`src/rtl/core/ktc_pkg.sv`:
```
// types and constants for the keyword token counter
// no dependencies
package ktc_pkg;

  typedef struct packed {
    logic [7:0] text_char;
    logic       end_of_text;
  } ktc_in_t;

  typedef struct packed {
    logic        result_kind;
    logic [3:0]  keyword_index;
    logic [15:0] hit_count;
    logic        last_result;
  } ktc_out_t;

  localparam logic KIND_HIT  = 1'b0;
  localparam logic KIND_DUMP = 1'b1;

  localparam int NUM_KW  = 14;
  localparam int KW_BYTES = 16;

  // keywords, first byte in bits [7:0], zero padded
  function automatic logic [8*KW_BYTES-1:0] kw_text(input logic [3:0] k);
    logic [8*KW_BYTES-1:0] t;
    t = '0;
    case (k)
      4'd0:  t[8*7-1:0]  = {"enifed#"};
      4'd1:  t[8*5-1:0]  = {"rahc_"};
      4'd2:  t[8*4-1:0]  = {"otua"};
      4'd3:  t[8*5-1:0]  = {"kaerb"};
      4'd4:  t[8*4-1:0]  = {"esac"};
      4'd5:  t[8*4-1:0]  = {"rahc"};
      4'd6:  t[8*5-1:0]  = {"tsnoc"};
      4'd7:  t[8*8-1:0]  = {"eunitnoc"};
      4'd8:  t[8*7-1:0]  = {"tluafed"};
      4'd9:  t[8*15-1:0] = {"namuh si rre ot"};
      4'd10: t[8*8-1:0]  = {"dengisnu"};
      4'd11: t[8*4-1:0]  = {"diov"};
      4'd12: t[8*8-1:0]  = {"elitalov"};
      4'd13: t[8*5-1:0]  = {"elihw"};
      default: t = '0;
    endcase
    return t;
  endfunction

  function automatic logic [4:0] kw_len(input logic [3:0] k);
    logic [4:0] l;
    case (k)
      4'd0, 4'd8: l = 5'd7;
      4'd1, 4'd3, 4'd6, 4'd13: l = 5'd5;
      4'd2, 4'd4, 4'd5, 4'd11: l = 5'd4;
      4'd7, 4'd10, 4'd12: l = 5'd8;
      4'd9: l = 5'd15;
      default: l = 5'd0;
    endcase
    return l;
  endfunction

endpackage

```
`src/rtl/core/keyword_token_counter.sv`:
```
// keyword token counter top level
// depends on ktc_pkg
//
// Takes one text character per item. A character that finishes no word leaves
// it ready for the next character; a finished word walks the keyword table one
// entry per cycle and, if it matches a keyword, then does a read-modify-write
// of its count in the count memory before the hit item is offered. End of text
// walks the count memory, reading each count and then offering it, giving 14
// dump items. The word buffer is a 16-byte register file; the counts live in
// a 14-entry memory with a registered read, cleared entry by entry after reset,
// during which no item is accepted. Results sit in an output register so the
// next item is taken while a result waits.
module keyword_token_counter (
  input  logic               clk,
  input  logic               rst_n,
  input  logic               in_valid,
  output logic               in_ready,
  input  ktc_pkg::ktc_in_t   in_data,
  output logic               out_valid,
  input  logic               out_ready,
  output ktc_pkg::ktc_out_t  out_data
);
  import ktc_pkg::*;

  localparam logic [2:0] M_IDLE = 3'd0, M_IDENT = 3'd1, M_STRING = 3'd2,
                         M_SLASH = 3'd3, M_COMMENT = 3'd4, M_CSTAR = 3'd5;

  localparam logic [2:0] S_CLEAR = 3'd0, S_RUN = 3'd1, S_MATCH = 3'd2,
                         S_RD = 3'd3, S_WR = 3'd4, S_DUMP = 3'd5, S_DRD = 3'd6;

  logic [2:0]  st_r;
  logic [2:0]  mode_r;
  logic [6:0]  wlen_r;
  logic [7:0]  wbuf_r [KW_BYTES];
  logic [3:0]  kidx_r;
  logic [3:0]  hit_r;
  logic        found_r;
  logic        dump_after_r;
  logic [3:0]  cidx_r;
  logic [15:0] cmem [NUM_KW];
  logic [15:0] crd_r;
  logic        obusy_r;
  ktc_out_t    obuf_r;

  wire ofree = !obusy_r || out_ready;
  wire load_out = ((st_r == S_WR) || (st_r == S_DRD)) && ofree;
  assign out_valid = obusy_r;
  assign out_data  = obuf_r;
  assign in_ready  = (st_r == S_RUN);

  wire       acc = in_valid && in_ready;
  wire [7:0] c   = in_data.text_char;
  wire alpha = (c >= "a" && c <= "z") || (c >= "A" && c <= "Z");
  wire digit = (c >= "0" && c <= "9");
  wire space = (c == " ") || (c >= 8'd9 && c <= 8'd13);

  // lexer step for one character
  logic [2:0] mode_nxt;
  logic       store, restart, finish;
  always_comb begin
    mode_nxt = mode_r;
    store = 1'b0; restart = 1'b0; finish = 1'b0;
    case (mode_r)
      M_IDENT: begin
        if (alpha || digit) begin
          store = 1'b1;
          if (wlen_r == 7'd98) finish = 1'b1;
        end else begin
          finish = 1'b1;
        end
      end
      M_STRING: begin
        if (c == "\"") finish = 1'b1;
        else begin
          store = 1'b1;
          if (wlen_r == 7'd98) finish = 1'b1;
        end
      end
      M_SLASH:   if (c == "*") mode_nxt = M_COMMENT; else mode_nxt = M_IDLE;
      M_COMMENT: if (c == "*") mode_nxt = M_CSTAR;
      M_CSTAR: begin
        if (c == "/") mode_nxt = M_IDLE;
        else if (c != "*") mode_nxt = M_COMMENT;
      end
      default: mode_nxt = M_IDLE;
    endcase
    if (finish) mode_nxt = M_IDLE;
    // idle handling of the character (also after an ident ends or lone slash)
    if ((mode_r == M_IDLE) || (mode_r > M_CSTAR) ||
        (mode_r == M_IDENT && !(alpha || digit)) ||
        (mode_r == M_SLASH && c != "*")) begin
      if (space) mode_nxt = M_IDLE;
      else if (alpha || c == "_" || c == "#") begin
        mode_nxt = M_IDENT; restart = 1'b1;
      end else if (c == "\"") mode_nxt = M_STRING;
      else if (c == "/") mode_nxt = M_SLASH;
      else mode_nxt = M_IDLE;
    end
  end

  // table compare against current entry
  logic [8*KW_BYTES-1:0] kt;
  logic kmatch;
  always_comb begin
    kt = kw_text(kidx_r);
    kmatch = ({2'b00, kw_len(kidx_r)} == wlen_r) && (kw_len(kidx_r) != 5'd0);
    for (int i = 0; i < KW_BYTES; i++)
      if (5'(i) < kw_len(kidx_r) && wbuf_r[i] != kt[8*i +: 8]) kmatch = 1'b0;
  end

  // pending restart char after a finished identifier
  logic       rs_pend_r;
  logic [7:0] rs_char_r;

  wire [15:0] cinc = (crd_r == 16'hFFFF) ? crd_r : crd_r + 16'd1;

  always_ff @(posedge clk) begin
    if (!rst_n) begin
      st_r <= S_CLEAR; mode_r <= M_IDLE; wlen_r <= '0; kidx_r <= '0;
      cidx_r <= '0; obusy_r <= 1'b0; found_r <= 1'b0; dump_after_r <= 1'b0;
      rs_pend_r <= 1'b0;
    end else begin
      if (load_out) obusy_r <= 1'b1;
      else if (out_ready) obusy_r <= 1'b0;
      case (st_r)
        S_CLEAR: begin
          cmem[cidx_r] <= '0;
          if (cidx_r == 4'(NUM_KW - 1)) begin
            cidx_r <= '0; st_r <= S_RUN;
          end else begin
            cidx_r <= cidx_r + 4'd1;
          end
        end
        S_RUN: if (acc) begin
          if (in_data.end_of_text) begin
            mode_r <= M_IDLE; rs_pend_r <= 1'b0;
            if (mode_r == M_IDENT || mode_r == M_STRING) begin
              dump_after_r <= 1'b1; kidx_r <= '0; found_r <= 1'b0; st_r <= S_MATCH;
            end else begin
              wlen_r <= '0; cidx_r <= '0; st_r <= S_DUMP;
            end
          end else begin
            mode_r <= mode_nxt;
            if (store) begin
              if (wlen_r < 7'(KW_BYTES)) wbuf_r[wlen_r[3:0]] <= c;
              wlen_r <= wlen_r + 7'd1;
            end
            if (finish) begin
              dump_after_r <= 1'b0; kidx_r <= '0; found_r <= 1'b0; st_r <= S_MATCH;
              rs_pend_r <= restart; rs_char_r <= c;
            end else if (restart) begin
              wbuf_r[0] <= c; wlen_r <= 7'd1;
            end
          end
        end
        S_MATCH: begin
          if (kmatch && !found_r) begin
            found_r <= 1'b1; hit_r <= kidx_r;
          end
          kidx_r <= kidx_r + 4'd1;
          if (kidx_r == 4'(NUM_KW - 1)) begin
            if ((kmatch || found_r) && wlen_r <= 7'(KW_BYTES)) st_r <= S_RD;
            else begin
              wlen_r <= rs_pend_r ? 7'd1 : 7'd0;
              if (rs_pend_r) wbuf_r[0] <= rs_char_r;
              rs_pend_r <= 1'b0;
              cidx_r <= '0;
              st_r <= dump_after_r ? S_DUMP : S_RUN;
            end
          end
        end
        S_RD: begin
          crd_r <= cmem[hit_r];
          st_r <= S_WR;
        end
        S_WR: if (ofree) begin
          cmem[hit_r] <= cinc;
          obuf_r <= '{KIND_HIT, hit_r, cinc, !dump_after_r};
          wlen_r <= rs_pend_r ? 7'd1 : 7'd0;
          if (rs_pend_r) wbuf_r[0] <= rs_char_r;
          rs_pend_r <= 1'b0;
          cidx_r <= '0;
          st_r <= dump_after_r ? S_DUMP : S_RUN;
        end
        S_DUMP: begin
          crd_r <= cmem[cidx_r];
          st_r <= S_DRD;
        end
        S_DRD: if (ofree) begin
          obuf_r <= '{KIND_DUMP, cidx_r, crd_r, cidx_r == 4'(NUM_KW - 1)};
          cidx_r <= cidx_r + 4'd1;
          if (cidx_r == 4'(NUM_KW - 1)) begin st_r <= S_RUN; wlen_r <= '0; end
          else st_r <= S_DUMP;
        end
        default: st_r <= S_CLEAR;
      endcase
    end
  end

  a_ready_run: assert property (@(posedge clk) disable iff (!rst_n)
    in_ready |-> st_r == S_RUN) else $error("ready outside run");
  a_no_overwrite: assert property (@(posedge clk) disable iff (!rst_n)
    (out_valid && !out_ready) |=> $stable(out_data)) else $error("output overwritten");
  a_idx_range: assert property (@(posedge clk) disable iff (!rst_n)
    out_valid |-> out_data.keyword_index < 4'(NUM_KW)) else $error("bad index");
  a_dump_last: assert property (@(posedge clk) disable iff (!rst_n)
    (out_valid && out_data.result_kind == KIND_DUMP && out_data.last_result)
    |-> out_data.keyword_index == 4'(NUM_KW - 1)) else $error("dump last wrong");

endmodule

```
`config.mk`:
```
export PLATFORM = sky130hd
export DESIGN_NAME = keyword_token_counter
export DESIGN_NICKNAME = d
export VERILOG_FILES = /design/src/rtl/core/ktc_pkg.sv /design/src/rtl/core/keyword_token_counter.sv
export SDC_FILE = /design/constraint.sdc
export NUM_CORES = 1
export LEC_CHECK = 0
export ABC_CLOCK_PERIOD_IN_PS = 5070
export BUFFER_PORTS_ARGS = -buffer_cell sky130_fd_sc_hd__buf_2
export CORE_ASPECT_RATIO = 1.25
export CORE_MARGIN = 2
export CORE_UTILIZATION = 50
export CTS_CLUSTER_DIAMETER = 30
export DETAILED_ROUTE_END_ITERATION = 7
export GPL_TIMING_DRIVEN = 1
export PLACE_DENSITY_LB_ADDON = 0.25
export SETUP_SLACK_MARGIN = 0.15
export SLEW_MARGIN = 15
export SYNTH_ARGS = -nofsm -noshare
export SYNTH_HDL_FRONTEND = slang
export SYNTH_SLANG_ARGS = --single-unit
```
`constraint.sdc`:
```
create_clock -name clk -period 5.07 [get_ports clk]
set_input_delay 0.2535 -clock clk [delete_from_list [all_inputs] [get_ports clk]]
set_output_delay 0.2535 -clock clk [all_outputs]
set_load 0.01 [all_outputs]
```
==> flow_summary.ini <==
[cells_and_area]
layout.nets = 1553
area_delta_synth_final_pct = 16.1
regArea_um2 = 12600
n_fill_cell = 3167
multi_input_area_um2 = 8220
drive_gt1_frac = 0.273
antenna_cells = 0

[power_and_ir_drop]
pwr-share-comb = 0.044
pwr-share-clk = 0.525
p_int_mw = 7.27
p_leak_nw = 7.60
p_switching_mw = 2.01
switching_share = 0.216
powerDensity_nw_per_um2 = 377
p_seq_frac = 0.431
peakVddDrop_uv = 433

[floorplanning]
die-area_um2 = 44000
die_y_um = 234
die_x_um = 188
num_rows = 84
coreArea_um2 = 41900
ios = 37
initial_core_util = 0.505

[sta]
setup_viol = 0
period_share = 0.902
final.setup.tns_ns = 0
skew_ns = 0.0346
drv_slew = 0
rsz0062_at_grt = false
fin_ws_ns = 0.498
max_freq_mhz = 219
period_minus_slack_ns = 4.57
finalHoldViolCount = 0
tightest_slew_ns = 1.14
relSlewSlack = 0.238

[synth]
synth-xor-area-share = 0.0248
synth_compound_area_frac = 0.0657
synth_edf_count = 394
netlist.area_leader.share = 0.559
synth_top_family_by_area = multiplexers
async_flop_share = 0
yosys.area_share.adder = 0.00886
synth_largest_area_cell = edfxtp_1
synth-main-ff-cell = edfxtp_1
avgSynthCellArea_um2 = 14.6
syn_nets = 1481
ys_seq_elements = 431
synth.distinct_cells = 80
netlist_instances = 1453
synthTopCellsByArea = edfxtp_1 56%, mux4_2 14%, dfxtp_1 3.5%
synth_warnings = 0
synthMuxAreaShare = 0.178
synth_area_um2 = 21200
yosysSeqAreaShare = 0.594
yosys.area_share.simple = 0.108

[worst_setup_path]
path_max_fanout = 20
critPathLaunch = kidx_r[0]
ff2ff_setup_slack_ns = 0.50
end_kind = flop
cp-start-kind = flop
arrival_ns = 4.84
rr_worst_depth = 13
worstSetupPathType = reg2reg
r2r_end = wbuf_r[0][5]
reg2reg_from = kidx_r[0]
timing.critical_path.to = wbuf_r[0][5]
worstPathRequired_ns = 5.34

[route]
drc = 0
drt_first_pass_iters = 5
wl_per_cell_um = 26.7
drt-total-wl_mm = 57.1
vias = 13600
antenna_left = 0
vias_per_cell = 6.33
first_iter_violations = 1161

[min_path]
hp-class = in2reg
whs_path_depth = 1

[clock_network]
postCtsSetupRepairBufs = 0
clk_latency_ns = 0.59
cts.clk_slew.worst_paths_ns = 0.05
clockRootBuffer = clkbuf_16
cts.sinks = 431
cts_tree = done
htreeDepth = 3
clockBufferDepth = 3
numCtsBuffers = 73

[run]
maxCapViolCount = 0

[grt]
grt_pass1_vias = 13800
grt.overflow.total = 0
grt_max_degree = 49
antenna_found_initial = 0
grt_use_total = 0.263
grt_pass1_wl_mm = 84.9

[placement]
gp_congestion = 0.936
place_ws_ns = 0.523
port_buffers = 36
dpl.hpwl_mm = 37.3

[run_status]
status = finished clean
==> cells in the final DEF (no fill, tap or decap), drive strengths merged, types with 7 or more instances in the layout <==
| cell type | Yosys | final |
|---|---|---|
| xnor2 | 32 | 32 |
| a2bb2oi | 7 | 7 |
| nor2 | 97 | 97 |
| o31ai | 7 | 7 |
| mux4 | 128 | 128 |
| dfxtp | 37 | 37 |
| clkbuf | 52 | 90 |
| o21ai | 36 | 36 |
| a211oi | 10 | 10 |
| bufinv | 0 | 7 |
| a21oi | 52 | 52 |
| nand4 | 15 | 15 |
| buf | 31 | 78 |
| nor3 | 37 | 37 |
| or4 | 14 | 14 |
| nand3b | 8 | 8 |
| or3 | 20 | 20 |
| edfxtp | 394 | 394 |
| clkinv | 0 | 18 |
| nand3 | 33 | 33 |
| nor4 | 15 | 15 |
| xor2 | 28 | 28 |
| nand2 | 77 | 77 |
| mux2i | 18 | 18 |
| or2 | 10 | 10 |
| o22ai | 10 | 10 |
| inv | 28 | 41 |
| nor3b | 8 | 8 |
| and3 | 18 | 18 |
| ha | 15 | 15 |
| o211ai | 7 | 7 |
| a31oi | 9 | 9 |
| nor2b | 20 | 20 |
| nand2b | 20 | 20 |
| a2111oi | 8 | 8 |
| mux2 | 62 | 62 |
| and2 | 13 | 13 |
==> power groups by stage <==
stage	Sequential [mW]	Clock (mW)	Combinational [mW]
2_1_floorplan	3.99	0	0.333
3_3_place_gp	4.06	0	0.401
3_5_place_dp	4.06	0	0.410
4_1_cts	4.00	4.93	0.415
5_1_grt	4.00	5.07	0.434
6_report	3.99	4.87	0.412
==> state kept, by name, summed over array words and instances (netlist names), named ones only <==
| name | cells |
|---|---|
| cidx_r | 4 |
| kidx_r | 4 |
| out_valid | 1 |
| cmem | 224 |
| wlen_r | 7 |
| hit_r | 4 |
| st_r | 3 |
| rs_pend_r | 1 |
| out_data | 22 |
| found_r | 1 |
| rs_char_r | 8 |
| dump_after_r | 1 |
| crd_r | 16 |
| mode_r | 3 |
| wbuf_r | 120 |
==> layer usage <==
metal  GRT usage  wire length [µm]  share of wire
met3      0.0455              3650          0.064
met2       0.463             29100           0.51
met4       0.170              3750          0.066
met1       0.297             20600           0.36
met5           0                 0              0
==> synth_stat cells (27+ instances only) <==
cell type and count:
a21oi_1 52, clkbuf_1 52, dfxtp_1 37, edfxtp_1 394
inv_1 27, mux2_2 59, mux4_2 128, nand2_1 77
nand3_1 33, nor2_1 97, nor3_1 37, o21ai_0 36
xnor2_1 32, xor2_1 28
==> per-stage QoR <==
| step | power, mW | std cells | cell area (µm²) | hold slack (ns) | util |
|---|---|---|---|---|---|
| final | 9.28 | 2142 | 24600 | 0.0403 | 0.586 |
| after global routing | 9.51 | 2142 | 24600 | 0.0221 | 0.586 |
| after CTS | 9.34 | 2142 | 24600 | 0.0211 | 0.586 |
| after detailed placement | 4.47 | 2007 | 22100 | 0.519 | 0.527 |
| after global placement | 4.46 | 2007 | 22100 | 0.512 | 0.527 |
| after floorplan | 4.33 | 1453 | 21200 | 0.352 | - |
==> what timing repair did <==
| action | CTS | global route |
|---|---|---|
| resized for setup | 0 | 3 |
| endpoints found under the setup margin | 0 | 120 |
| endpoints found under the hold margin | 3 | 0 |
| hold buffers | 2 | 0 |
==> area by class of cell <==
type,instances,share of cell area
flip-flops and latches,431,0.512
multi-input cells,911,0.334
clock buffers,90,0.0794
well taps,559,0.0284
repair buffers,80,0.0210
clock inverters,43,0.0209
inverters,28,0.00427
==> kinds of logic after synthesis <==
kind of cell | count (synthesis)
DFF | 431
and+or+nand+nor | 428
muxes | 208
AOI/OAI and AO/OA | 200
buffers and inverters | 111
xor gates and xnor gates | 60
adders and majority gates | 15
==> how the worst min path moves through the flow <==
| stage | start | endpoint | slack, ns |
|---|---|---|---|
| floorplan | in_data[1] | rs_char_r[0] | 0.35 |
| detailed placement | cidx_r[1] | flop | 0.52 |
| global placement | cidx_r[1] | flop | 0.51 |
| CTS | in_data[7] | rs_char_r[6] | 0.02 |
| global route | in_data[8] | rs_char_r[7] | 0.02 |
| finish | in_data[5] | rs_char_r[4] | 0.04 |
==> critical path, stage by stage, from the launching register on <==
cell       delay, ns
dfxtp_1         0.45
inv_1           0.13
ha_1            0.33
buf_4           0.25
or3b_2          0.49
nor3b_1         0.16
or3_1           0.33
a211oi_1        0.32
a31oi_1         0.17
or2_2           0.37
nor3b_4         0.32
a2bb2oi_2       0.18
buf_4           0.22
mux2_2          0.49
Note: power is estimated with default switching activity, not from simulation.
